`config.mk`:
```
export PLATFORM = sky130hd
export DESIGN_NAME = contour_distance_peak_detector
export DESIGN_NICKNAME = d
export VERILOG_FILES = /design/src/rtl/core/cdpd_pkg.sv /design/src/rtl/core/contour_distance_peak_detector.sv /design/src/rtl/core/cdpd_dist.sv /design/src/rtl/core/cdpd_track.sv /design/src/rtl/core/cdpd_out_queue.sv
export VERILOG_INCLUDE_DIRS = /design/src /design/src/rtl/core
export SDC_FILE = /design/constraint.sdc
export NUM_CORES = 1
export LEC_CHECK = 0
export BUFFER_PORTS_ARGS = -buffer_cell sky130_fd_sc_hd__buf_2
export CAP_MARGIN = 30
export CORE_UTILIZATION = 50
export DETAILED_ROUTE_END_ITERATION = 6
export GPL_TIMING_DRIVEN = 0
export PLACE_DENSITY_LB_ADDON = 0.25
export SETUP_SLACK_MARGIN = 0.2
export SLEW_MARGIN = 10
export SYNTH_ARGS = -nofsm -noshare
export SYNTH_HDL_FRONTEND = slang
export SYNTH_SLANG_ARGS = --single-unit
```
`constraint.sdc`:
```
create_clock -name i_clk -period 8.1 [get_ports i_clk]
set_clock_uncertainty 0.1 [all_clocks]
set_input_delay 1.62 -clock i_clk [delete_from_list [all_inputs] [get_ports i_clk]]
set_output_delay 1.62 -clock i_clk [all_outputs]
set_load 0.005 [all_outputs]
```
`src/rtl/core/contour_distance_peak_detector_defines.svh`:
```
// Assertion macros used by the cdpd_track module of the contour distance peak detector
`ifndef CONTOUR_DISTANCE_PEAK_DETECTOR_DEFINES_SVH
`define CONTOUR_DISTANCE_PEAK_DETECTOR_DEFINES_SVH

// same-cycle implication, idle while reset is asserted
`define CDPD_ASSERT(label, clk, rst_n, ante, cons, msg) \
    label: assert property (@(posedge clk) disable iff (!(rst_n)) (ante) |-> (cons)) \
        else $error(msg);

// next-cycle implication, idle while reset is asserted
`define CDPD_ASSERT_NEXT(label, clk, rst_n, ante, cons, msg) \
    label: assert property (@(posedge clk) disable iff (!(rst_n)) (ante) |=> (cons)) \
        else $error(msg);

`endif

```
`src/rtl/core/cdpd_pkg.sv`:
```
// Shared constants and types of the contour distance peak detector
package cdpd_pkg;

    localparam int MAX_TIPS_DEFAULT    = 6;
    localparam int COORD_WIDTH_DEFAULT = 12;
    localparam int COUNT_W             = 3;
    localparam int BOTTOM_MARGIN       = 10;
    localparam int FRAME_HEIGHT_RESET  = 480;
    localparam int CFG_INDEX_W         = 2;

    typedef enum logic [CFG_INDEX_W-1:0] {
        CFG_CENTER_X     = 2'd0,
        CFG_CENTER_Y     = 2'd1,
        CFG_FRAME_HEIGHT = 2'd2
    } t_cfg_index;

    localparam logic KIND_TIP   = 1'b0;
    localparam logic KIND_COUNT = 1'b1;

    typedef struct packed {
        logic first;
        logic second;
    } t_push;

endpackage

```
`src/rtl/core/contour_distance_peak_detector.sv`:
```
// Top level of the contour distance peak detector
//
//  port group    dir  role
//  i_cfg_*       in   register writes: centre x, centre y, frame height
//  s_axis_*      in   contour points, tlast marks the final point
//  m_axis_*      out  fingertip and count reports, tuser gives the kind
//
//  Accepts one point per cycle while s_axis_tready is high; the first result of a
//  point passes the input register, the distance register and the result queue
//  before it is valid at the output.
//  A point that yields a tip and a count gives two reports, the tip report first.
//  Synchronous active-low reset empties the pipeline, clears contour state and
//  loads register defaults (frame height 480).
//  m_axis_tready low holds the output; input stalls once both stages are full
//  and the queue holds two or more results.
module contour_distance_peak_detector #(
    parameter int MAX_TIPS    = cdpd_pkg::MAX_TIPS_DEFAULT,
    parameter int COORD_WIDTH = cdpd_pkg::COORD_WIDTH_DEFAULT,
    localparam int IN_W       = ((2 * COORD_WIDTH + 7) / 8) * 8,
    localparam int OUT_W      = ((2 * COORD_WIDTH + cdpd_pkg::COUNT_W + 7) / 8) * 8
) (
    input  logic                             i_clk,
    input  logic                             i_rst_n,
    input  logic                             i_cfg_wr_en,
    input  logic [cdpd_pkg::CFG_INDEX_W-1:0] i_cfg_index,
    input  logic [COORD_WIDTH-1:0]           i_cfg_data,
    input  logic                             s_axis_tvalid,
    output logic                             s_axis_tready,
    input  logic [IN_W-1:0]                  s_axis_tdata,  // point_x, point_y
    input  logic                             s_axis_tlast,
    output logic                             m_axis_tvalid,
    input  logic                             m_axis_tready,
    output logic [OUT_W-1:0]                 m_axis_tdata,  // tip_x, tip_y, finger_count
    output logic                             m_axis_tuser,  // kind
    output logic                             m_axis_tlast
);

    localparam int DIST_W = 2 * COORD_WIDTH + 1;
    localparam int RES_W  = 2 * COORD_WIDTH + cdpd_pkg::COUNT_W + 2;

    logic [COORD_WIDTH-1:0] r_center_x;
    logic [COORD_WIDTH-1:0] r_center_y;
    logic [COORD_WIDTH-1:0] r_frame_height;

    logic                          w_d_valid;
    logic                          w_d_ready;
    logic [DIST_W-1:0]             w_d_dist;
    logic [COORD_WIDTH-1:0]        w_d_x;
    logic [COORD_WIDTH-1:0]        w_d_y;
    logic                          w_d_last;
    logic                          w_room;
    cdpd_pkg::t_push               w_push;
    logic [RES_W-1:0]              w_res_first;
    logic [RES_W-1:0]              w_res_second;
    logic [RES_W-1:0]              w_head;
    logic                          w_kind;
    logic [COORD_WIDTH-1:0]        w_tip_x;
    logic [COORD_WIDTH-1:0]        w_tip_y;
    logic [cdpd_pkg::COUNT_W-1:0]  w_count;
    logic                          w_last;

    always_ff @(posedge i_clk) begin
        if (!i_rst_n) begin
            r_center_x     <= '0;
            r_center_y     <= '0;
            r_frame_height <= COORD_WIDTH'(cdpd_pkg::FRAME_HEIGHT_RESET);
        end else if (i_cfg_wr_en) begin
            unique case (i_cfg_index)
                cdpd_pkg::CFG_CENTER_X:     r_center_x     <= i_cfg_data;
                cdpd_pkg::CFG_CENTER_Y:     r_center_y     <= i_cfg_data;
                cdpd_pkg::CFG_FRAME_HEIGHT: r_frame_height <= i_cfg_data;
                default: begin
                end
            endcase
        end
    end

    cdpd_dist #(
        .COORD_WIDTH(COORD_WIDTH)
    ) u_dist (
        .i_clk      (i_clk),
        .i_rst_n    (i_rst_n),
        .i_center_x (r_center_x),
        .i_center_y (r_center_y),
        .i_valid    (s_axis_tvalid),
        .o_ready    (s_axis_tready),
        .i_x        (s_axis_tdata[COORD_WIDTH-1:0]),
        .i_y        (s_axis_tdata[2*COORD_WIDTH-1:COORD_WIDTH]),
        .i_last     (s_axis_tlast),
        .o_valid    (w_d_valid),
        .i_ready    (w_d_ready),
        .o_dist     (w_d_dist),
        .o_x        (w_d_x),
        .o_y        (w_d_y),
        .o_last     (w_d_last)
    );

    cdpd_track #(
        .MAX_TIPS   (MAX_TIPS),
        .COORD_WIDTH(COORD_WIDTH)
    ) u_track (
        .i_clk          (i_clk),
        .i_rst_n        (i_rst_n),
        .i_frame_height (r_frame_height),
        .i_valid        (w_d_valid),
        .o_ready        (w_d_ready),
        .i_dist         (w_d_dist),
        .i_x            (w_d_x),
        .i_y            (w_d_y),
        .i_last         (w_d_last),
        .i_room         (w_room),
        .o_push         (w_push),
        .o_res_first    (w_res_first),
        .o_res_second   (w_res_second)
    );

    cdpd_out_queue #(
        .RES_W(RES_W)
    ) u_out_queue (
        .i_clk        (i_clk),
        .i_rst_n      (i_rst_n),
        .i_push       (w_push),
        .i_res_first  (w_res_first),
        .i_res_second (w_res_second),
        .o_room       (w_room),
        .o_valid      (m_axis_tvalid),
        .i_ready      (m_axis_tready),
        .o_res        (w_head)
    );

    assign {w_kind, w_tip_x, w_tip_y, w_count, w_last} = w_head;

    assign m_axis_tdata = OUT_W'({w_count, w_tip_y, w_tip_x});
    assign m_axis_tuser = w_kind;
    assign m_axis_tlast = w_last;

endmodule

```
`src/rtl/core/cdpd_dist.sv`:
```
// Input register and squared-distance stage
module cdpd_dist #(
    parameter int COORD_WIDTH = cdpd_pkg::COORD_WIDTH_DEFAULT,
    localparam int DIST_W     = 2 * COORD_WIDTH + 1
) (
    input  logic                   i_clk,
    input  logic                   i_rst_n,
    input  logic [COORD_WIDTH-1:0] i_center_x,
    input  logic [COORD_WIDTH-1:0] i_center_y,
    input  logic                   i_valid,
    output logic                   o_ready,
    input  logic [COORD_WIDTH-1:0] i_x,
    input  logic [COORD_WIDTH-1:0] i_y,
    input  logic                   i_last,
    output logic                   o_valid,
    input  logic                   i_ready,
    output logic [DIST_W-1:0]      o_dist,
    output logic [COORD_WIDTH-1:0] o_x,
    output logic [COORD_WIDTH-1:0] o_y,
    output logic                   o_last
);

    logic                   r_s1_valid;
    logic [COORD_WIDTH-1:0] r_s1_x;
    logic [COORD_WIDTH-1:0] r_s1_y;
    logic                   r_s1_last;
    logic                   r_s2_valid;
    logic [DIST_W-1:0]      r_s2_dist;
    logic [COORD_WIDTH-1:0] r_s2_x;
    logic [COORD_WIDTH-1:0] r_s2_y;
    logic                   r_s2_last;

    logic                     w_s2_adv;
    logic                     w_s1_adv;
    logic [COORD_WIDTH-1:0]   w_dx;
    logic [COORD_WIDTH-1:0]   w_dy;
    logic [2*COORD_WIDTH-1:0] w_sqx;
    logic [2*COORD_WIDTH-1:0] w_sqy;
    logic [DIST_W-1:0]        n_dist;

    assign w_s2_adv = !r_s2_valid || i_ready;
    assign w_s1_adv = !r_s1_valid || w_s2_adv;
    assign o_ready  = w_s1_adv;

    assign w_dx   = (i_center_x > r_s1_x) ? (i_center_x - r_s1_x) : (r_s1_x - i_center_x);
    assign w_dy   = (i_center_y > r_s1_y) ? (i_center_y - r_s1_y) : (r_s1_y - i_center_y);
    assign w_sqx  = {{COORD_WIDTH{1'b0}}, w_dx} * {{COORD_WIDTH{1'b0}}, w_dx};
    assign w_sqy  = {{COORD_WIDTH{1'b0}}, w_dy} * {{COORD_WIDTH{1'b0}}, w_dy};
    assign n_dist = {1'b0, w_sqx} + {1'b0, w_sqy};

    always_ff @(posedge i_clk) begin
        if (!i_rst_n) begin
            r_s1_valid <= 1'b0;
            r_s2_valid <= 1'b0;
        end else begin
            if (w_s1_adv) begin
                r_s1_valid <= i_valid;
            end
            if (w_s2_adv) begin
                r_s2_valid <= r_s1_valid;
            end
        end
    end

    always_ff @(posedge i_clk) begin
        if (w_s1_adv && i_valid) begin
            r_s1_x    <= i_x;
            r_s1_y    <= i_y;
            r_s1_last <= i_last;
        end
        if (w_s2_adv && r_s1_valid) begin
            r_s2_dist <= n_dist;
            r_s2_x    <= r_s1_x;
            r_s2_y    <= r_s1_y;
            r_s2_last <= r_s1_last;
        end
    end

    assign o_valid = r_s2_valid;
    assign o_dist  = r_s2_dist;
    assign o_x     = r_s2_x;
    assign o_y     = r_s2_y;
    assign o_last  = r_s2_last;

endmodule

```
`src/rtl/core/cdpd_track.sv`:
```
// Contour state, local-maximum test and result formation
`include "contour_distance_peak_detector_defines.svh"

module cdpd_track #(
    parameter int MAX_TIPS    = cdpd_pkg::MAX_TIPS_DEFAULT,
    parameter int COORD_WIDTH = cdpd_pkg::COORD_WIDTH_DEFAULT,
    localparam int DIST_W     = 2 * COORD_WIDTH + 1,
    localparam int TIPS_W     = $clog2(MAX_TIPS + 1),
    localparam int RES_W      = 2 * COORD_WIDTH + cdpd_pkg::COUNT_W + 2
) (
    input  logic                   i_clk,
    input  logic                   i_rst_n,
    input  logic [COORD_WIDTH-1:0] i_frame_height,
    input  logic                   i_valid,
    output logic                   o_ready,
    input  logic [DIST_W-1:0]      i_dist,
    input  logic [COORD_WIDTH-1:0] i_x,
    input  logic [COORD_WIDTH-1:0] i_y,
    input  logic                   i_last,
    input  logic                   i_room,
    output cdpd_pkg::t_push        o_push,
    output logic [RES_W-1:0]       o_res_first,
    output logic [RES_W-1:0]       o_res_second
);

    logic [DIST_W-1:0]      r_prev;
    logic [DIST_W-1:0]      r_older;
    logic [COORD_WIDTH-1:0] r_cand_x;
    logic [COORD_WIDTH-1:0] r_cand_y;
    logic [TIPS_W-1:0]      r_tips;
    logic                   r_done;

    logic                   w_fire;
    logic                   w_y_ok;
    logic                   w_hit;
    logic [TIPS_W-1:0]      w_tips_inc;
    logic [TIPS_W-1:0]      w_tips_after;
    logic [RES_W-1:0]       w_tip_res;
    logic [RES_W-1:0]       w_count_res;

    assign w_fire  = i_valid && i_room;
    assign o_ready = i_room;

    assign w_y_ok = ({1'b0, r_cand_y} + (COORD_WIDTH + 1)'(cdpd_pkg::BOTTOM_MARGIN))
                    < {1'b0, i_frame_height};
    assign w_hit  = !r_done && (i_dist < r_prev) && (r_prev > r_older)
                    && (r_cand_x != '0) && w_y_ok;

    assign w_tips_inc   = r_tips + TIPS_W'(1);
    assign w_tips_after = w_hit ? w_tips_inc : r_tips;

    assign w_tip_res   = {cdpd_pkg::KIND_TIP, r_cand_x, r_cand_y,
                          cdpd_pkg::COUNT_W'(w_tips_inc), !i_last};
    assign w_count_res = {cdpd_pkg::KIND_COUNT, {COORD_WIDTH{1'b0}}, {COORD_WIDTH{1'b0}},
                          cdpd_pkg::COUNT_W'(w_tips_after), 1'b1};

    assign o_res_first   = w_hit ? w_tip_res : w_count_res;
    assign o_res_second  = w_count_res;
    assign o_push.first  = w_fire && (w_hit || i_last);
    assign o_push.second = w_fire && w_hit && i_last;

    always_ff @(posedge i_clk) begin
        if (!i_rst_n) begin
            r_prev   <= '0;
            r_older  <= '0;
            r_cand_x <= '0;
            r_cand_y <= '0;
            r_tips   <= '0;
            r_done   <= 1'b0;
        end else if (w_fire) begin
            if (i_last) begin
                r_prev   <= '0;
                r_older  <= '0;
                r_cand_x <= '0;
                r_cand_y <= '0;
                r_tips   <= '0;
                r_done   <= 1'b0;
            end else if (!r_done) begin
                r_older  <= r_prev;
                r_prev   <= i_dist;
                r_cand_x <= i_x;
                r_cand_y <= i_y;
                r_tips   <= w_tips_after;
                r_done   <= w_hit && (w_tips_inc >= TIPS_W'(MAX_TIPS));
            end
        end
    end

    `CDPD_ASSERT(a_done_at_limit, i_clk, i_rst_n, r_done, r_tips == TIPS_W'(MAX_TIPS), "search stopped below the tip limit")
    `CDPD_ASSERT(a_tips_bounded, i_clk, i_rst_n, 1'b1, r_tips <= TIPS_W'(MAX_TIPS), "tip count beyond limit")
    `CDPD_ASSERT(a_second_needs_first, i_clk, i_rst_n, o_push.second, o_push.first && w_hit && i_last, "second result without tip and end mark")
    `CDPD_ASSERT_NEXT(a_clear_on_end, i_clk, i_rst_n, w_fire && i_last, r_tips == '0 && !r_done && r_prev == '0, "contour state not cleared after end mark")

endmodule

```
`src/rtl/core/cdpd_out_queue.sv`:
```
// Three-entry result queue feeding the output stream
module cdpd_out_queue #(
    parameter int RES_W = 2 * cdpd_pkg::COORD_WIDTH_DEFAULT + cdpd_pkg::COUNT_W + 2
) (
    input  logic             i_clk,
    input  logic             i_rst_n,
    input  cdpd_pkg::t_push  i_push,
    input  logic [RES_W-1:0] i_res_first,
    input  logic [RES_W-1:0] i_res_second,
    output logic             o_room,
    output logic             o_valid,
    input  logic             i_ready,
    output logic [RES_W-1:0] o_res
);

    localparam int DEPTH = 3;

    logic [RES_W-1:0] r_entry [DEPTH];
    logic [1:0]       r_wr;
    logic [1:0]       r_rd;
    logic [1:0]       r_count;

    logic       w_pop;
    logic [1:0] w_wr_next;
    logic [1:0] n_wr;
    logic [1:0] n_rd;
    logic [1:0] n_count;

    function automatic logic [1:0] ptr_inc(input logic [1:0] ptr);
        ptr_inc = (ptr == 2'(DEPTH - 1)) ? 2'd0 : ptr + 2'd1;
    endfunction

    assign w_pop     = o_valid && i_ready;
    assign w_wr_next = ptr_inc(r_wr);

    always_comb begin
        n_wr    = r_wr;
        n_rd    = r_rd;
        n_count = r_count;
        if (i_push.second) begin
            n_wr = ptr_inc(w_wr_next);
        end else if (i_push.first) begin
            n_wr = w_wr_next;
        end
        if (w_pop) begin
            n_rd = ptr_inc(r_rd);
        end
        n_count = r_count + {1'b0, i_push.first} + {1'b0, i_push.second} - {1'b0, w_pop};
    end

    always_ff @(posedge i_clk) begin
        if (!i_rst_n) begin
            r_wr    <= '0;
            r_rd    <= '0;
            r_count <= '0;
        end else begin
            r_wr    <= n_wr;
            r_rd    <= n_rd;
            r_count <= n_count;
        end
    end

    always_ff @(posedge i_clk) begin
        for (int i = 0; i < DEPTH; i++) begin
            if (i_push.first && r_wr == 2'(i)) begin
                r_entry[i] <= i_res_first;
            end else if (i_push.second && w_wr_next == 2'(i)) begin
                r_entry[i] <= i_res_second;
            end
        end
    end

    assign o_room  = r_count <= 2'd1;
    assign o_valid = r_count != 2'd0;
    assign o_res   = r_entry[r_rd];

endmodule

```
Word level (Yosys, flattened, before mapping):

Memories as Yosys holds them, arrays and structs flattened. A register that Yosys moved wholly into a read port is not among the register bits.
Cells that the tools add are included.

* register bits after elaboration: 197
* memory bits (writable): 87
* input bits: 44
* output and inout port bits: 36
* memories kept: 1

* $add $sub $neg: 13
* $mul: 2
* $lt $le $gt $ge: 7
* equal/unequal tests: 8
* mux-type cells: 41
* bitwise operators: 3
* reductions and logical operators: 35

Memories
* u_out_queue.r_entry: depth 3, width 29, read ports 1, clocked after memory_dff 1, write ports 3, line cdpd_out_queue.sv:18 `logic [RES_W-1:0] r_entry [DEPTH];`

Operator list (number)
* $mux W29: 4
* $mux W25: 4
* $mux W12: 6
* $mul A12 B12 Y24: 2
* $sub A12 B12 Y12: 4
* $add A24 B24 Y25: 1
* $gt A25 B25 Y1: 1
* $lt A25 B25 Y1: 1
* $gt A12 B12 Y1: 2
* $logic_and A1 B1 Y1: 18
* $mux W1: 17
* $mux W2: 7
* $add A12 B4 Y13 const B: 1
* $lt A13 B12 Y1: 1
* $reduce_bool A12 Y1: 1
* $mux W3: 3
* $eq A2 B2 Y1 const B: 4
* $reduce_and A2 Y1: 4
* $add A2 B1 Y2 const B: 3
* $eq A2 B1 Y1 const B: 3
* $logic_not A2 Y1: 3
* $add A2 B1 Y2: 2
* $logic_not A1 Y1: 4
* $reduce_bool A2 Y1: 2
* other kinds (7): 11

Depth between registers and ports, before layout:

* word-level depth: 12
* depth in mapped cells: 39
* depth with buffers taken out: 38

Cells and area by module:

Synthesis repeated with hierarchy kept, for this count alone.

* cells, all modules: 2357
* area total of the unflattened synthesis: 23663.9 um^2

By module, submodules not included
* cdpd_dist: instances 1, cells an instance 1302, area an instance 12688.4 um^2, sequential area each 2292.2 um^2
* cdpd_track: instances 1, cells an instance 593, area an instance 4897.2 um^2, sequential area each 1561.5 um^2
* cdpd_out_queue: instances 1, cells an instance 320, area an instance 4653.2 um^2, sequential area each 2772.7 um^2
* contour_distance_peak_detector: instances 1, cells an instance 142, area an instance 1425.1 um^2, sequential area each 720.7 um^2

Worst setup path before layout:

Ideal clock, no wire load.

* path kind: reg-to-reg
* from: register r_center_y[0]
* to: register u_dist.r_s2_dist[22] (netlist: u_dist.o_dist[22]) (data pin)
* library setup time: 258 ps
* data arrival time: 8321 ps
* data required time: 7742 ps
* path slack: -578 ps
* stages on the path, launching flop included: 37
* path buffers: 2
* clock period less this slack: 8678 ps
* cells stage by stage: dfxtp_1 > inv_1 > ha_1 > inv_1 > fa_1 > a211oi_1 > o211ai_1 > nand3b_1 > a21oi_2 > buf_4 > buf_2 > mux2i_1 > xor2_2 > inv_1 > nand2b_1 > inv_1 > fa_1 > inv_1 > fa_1 > inv_1 > fa_1 > fa_1 > fa_1 > fa_1 > inv_1 > fa_1 > inv_1 > ha_1 > a21o_1 > a21oi_1 > or2_2 > o211a_1 > a311oi_1 > o21a_1 > o21a_1 > or2_2 > xor2_1

* cells in the longest elaborated chain, start to end: 4
* elaborated cells between the ends (all ways): 6

Ends and longest elaborated chain
* start, declared: line contour_distance_peak_detector.sv:42 `logic [COORD_WIDTH-1:0] r_center_y;`
* start signal, assigned: line contour_distance_peak_detector.sv:70 `cdpd_pkg::CFG_CENTER_Y: r_center_y <= i_cfg_data;`
* $sub A12 B12 Y12 or $gt A12 B12 Y1 (tied branches): line cdpd_dist.sv:46 `assign w_dy = (i_center_y > r_s1_y) ? (i_center_y - r_s1_y) : (r_s1_y - i_center_y);`
* $mux W12 (*): line cdpd_dist.sv:46
* $mul A12 B12 Y24 (*): line cdpd_dist.sv:48 `assign w_sqy = {{COORD_WIDTH{1'b0}}, w_dy} * {{COORD_WIDTH{1'b0}}, w_dy};`
* $add A24 B24 Y25 (*): line cdpd_dist.sv:49 `assign n_dist = {1'b0, w_sqx} + {1'b0, w_sqy};`
* via u_dist.n_dist[22]: line cdpd_dist.sv:39 `logic [DIST_W-1:0] n_dist;`
* end signal, assigned: line cdpd_dist.sv:72 `r_s2_dist <= n_dist;`
* end, declared: line cdpd_dist.sv:28 `logic [DIST_W-1:0] r_s2_dist;`

The timed path passes the listed nets; every way through them passes the cells marked *.
A chain may end at the register's enable or synchronous reset.

Worst setup path in the final report:

* from: register u_dist.r_s1_y[0]
* to: register u_dist.r_s2_dist[22] (netlist: u_dist.o_dist[22]) (data pin)

* cells in the longest elaborated chain, start to end: 4
* elaborated cells between the ends (all ways): 6

Ends and longest elaborated chain
* start, declared: line cdpd_dist.sv:25 `logic [COORD_WIDTH-1:0] r_s1_y;`
* start signal, assigned: line cdpd_dist.sv:68 `r_s1_y <= i_y;`
* $sub A12 B12 Y12 or $gt A12 B12 Y1 (tied branches): line cdpd_dist.sv:46
* $mux W12 (*): line cdpd_dist.sv:46
* $mul A12 B12 Y24 (*): line cdpd_dist.sv:48
* $add A24 B24 Y25 (*): line cdpd_dist.sv:49
* via u_dist.n_dist[22]: line cdpd_dist.sv:39

Marked as above.

==> results.txt <==
Launch point of the worst reg-to-reg path - u_dist.r_s1_y[0]
Critical-path maximum fanout - 6
Ys flop type - dfxtp_1
Status - finished, violations left
Most frequent cells after synthesis - inv_1 (415), ha_1 (216), fa_1 (206)
Final WS setup - -1.016 ns
DR pass1 iterations - 7
GRT Total Usage - 25.07%
Mapped cell area - 22,360 um2
Failing checks - setup timing
GP Congestion - 0.8836
Post-route ant nets - 0
Top-count cell post-synth - inv_1
Die Ht - 213.5 um
Setup slack, reg-to-reg - -1.02 ns
Critical Path Start - u_dist.r_s1_y[0]
Initial DRC Count - 1,024
CP Capture Point - u_dist.o_dist[22]
CTS tree - yes
Setup TNS - -8.163 ns
Synth top area cells - fa_1 (18%), edfxtp_1 (18%), dfxtp_1 (13%)
Post-synth EDFFs - 136
#FFs+latches synth - 286
CP most frequent cell - fa_1
Placeable Area - 44,120 um2
Root buf cell - clkbuf_16
RSZ-0062 raised after global routing - true
Fin crit share - 112.5%
R2R depth - 37
I/O Buffers - 73
Vias/cell - 5.352
Fin util - 59.51%
Post-synth top area cell - fa_1
Critical path capture point type - register
Critical path type - register to register
Hpwl dp - 43,390 um
DRC violations left - 0
Num rows - 77
Share of layout cells above drive strength 1 - 17.67%
Routed WL - 55,570 um
Syn Inst Count - 2,246
Final Hold Viols - 0
Via count - 16.40k
# IOs - 80
Final hold slack - 0.3353 ns
CP max stage cell - fa_1
Hold buffers post-CTS - 0
Vias in the first global route - 17.06k
Setup violations, final - 14
Nets - 2,915
Capturing point of the worst reg2reg path - u_dist.o_dist[22]
Clock-pin slew on the worst setup and hold paths - 0.06 ns
Total clock buffers created by CTS - 30
Synth Area per Inst - 9.956 um2
Clk buf depth - 3
Routed length per instance - 18.13 um
Global-route wire length before repair - 88,460 um
Area share of the largest cell type after synthesis - 18.44%
Distinct cells, synth - 72
Async S/R FF share, synth - 0%
Placement Setup Slack - -1.612 ns
Die ar. - 45,570 um2
Min Tclk post-route - 9.116 ns
Yosys Warn Count - 0
Worst Hold Class - register to register
CP Data Required Time - 8.29 ns
# diodes - 0
Least-Margin Pin Slew - 0.9636 ns
Sequential area share after synthesis - 31.69%
Max Fclk - 0.1097 GHz
Slew Viols, Final - 0
Clk_lat worst skew - 0.59 ns
Total grt overflow - 0
Initial antenna violation count - 0
Largest net degree at the start of global routing - 28
Clk sinks - 286
Slew HR - 35.27%
Max H-tree Level - 1
Area grow syn2layout - 17.44%
Max-Cap Viols - 0
Starting Density - 50.67%
Type of origin of the critical path - register
DIE WIDTH - 213.5 um
Worst EP arrival - 9.30 ns
CP max stage delay - 0.53 ns
-- placed cells by master, fill, tap and decap left out, drive strengths merged, types with 40 or more instances in the layout --
cell type,count
buf,213
inv,421
nand2,112
mux2i,53
ha,216
nor2b,111
a22oi,74
nor2,134
o21ai,64
a21o,41
a21oi,73
edfxtp,136
dfxtp,150
xnor2,40
fa,206
clkbuf,99
-- kinds of logic (layout without fill, tap and decap cells) --
kind of cell               after synthesis  in the layout  share of synthesized area (%)
other                                    1              5                        0.01677
AOI/OAI and AO/OA                      368            368                          11.27
DFF                                    286            286                          31.69
and+or+nand+nor                        529            529                          12.14
adders and majority gates              422            422                          30.53
xor gates and xnor gates                65             65                          2.680
muxes                                   57             57                          2.591
buffers and inverters                  518            741                          9.082
-- metal layers --
layer	wire, um	GRT usage [%]	share of wire (%)
met5	0	0	0
met1	23600	32.33	42
met2	26930	42.77	48
met4	2070	10.20	3.7
met3	2960	3.090	5.3
-- registers in the layout (all words and copies together), names as in the netlist, 2 cells and up, named ones only --
| register | cells |
|---|---|
| r_center_x | 12 |
| r_center_y | 12 |
| r_frame_height | 12 |
| u_dist.o_dist | 25 |
| u_dist.o_x | 12 |
| u_dist.o_y | 12 |
| u_dist.r_s1_x | 12 |
| u_dist.r_s1_y | 12 |
| u_out_queue.r_count | 2 |
| u_out_queue.r_entry | 87 |
| u_out_queue.r_rd | 2 |
| u_out_queue.r_wr | 2 |
| u_track.r_cand_x | 12 |
| u_track.r_cand_y | 12 |
| u_track.r_older | 25 |
| u_track.r_prev | 25 |
| u_track.r_tips | 3 |
-- worst min-delay path by stage --
stage	startpoint	to	slack, ns	cells after the start
after floorplan	u_dist.r_s1_last	u_dist.o_last	0.30	0
after global placement	u_dist.r_s1_last	u_dist.o_last	0.31	0
after detailed placement	u_dist.r_s1_last	u_dist.o_last	0.32	0
after CTS	u_dist.r_s1_last	u_dist.o_last	0.33	0
after global routing	u_dist.r_s1_last	u_dist.o_last	0.34	0
final	u_dist.r_s1_last	u_dist.o_last	0.34	0
-- through the flow --
| stage | cell area, um2 | instances |
|---|---|---|
| 2_1_floorplan | 22550 | 2250 |
| 3_3_place_gp | 23650 | 2915 |
| 3_5_place_dp | 23810 | 2921 |
| 4_1_cts | 25620 | 3026 |
| 5_1_grt | 26260 | 3065 |
| 6_report | 26260 | 3065 |
-- final cells by class --
type                            count  area, um2
Sequential cell                   286       7091
Tap cell                          592      740.7
Clock buffer                       47      885.9
Clock inverter                      9      127.6
Multi-Input combinational cell   1446      14080
Fill cell                        3745      17860
Inverter                          420       1579
Buffer                             97      539.3
Timing Repair Buffer              168       1220
-- worst max-delay path, delay by kind of cell, from the launching register on --
kind                       cells  cell delay [ns]
xor gates and xnor gates       2             0.43
AOI/OAI and AO/OA             13             2.52
and+or+nand+nor                3             0.40
DFF                            1             0.43
adders and majority gates     10             4.13
buffers and inverters          9             0.82
-- timing repair --
action,CTS,global route
resized for setup,96,83
buffers inserted,49,39
hold endpoints to repair,0,0
cloned,1,0
pin swaps,53,65
endpoints found under the setup margin,18,18
Power is not shown: default switching activity piles up to over one toggle a cycle in this logic, so the estimate is an artifact.
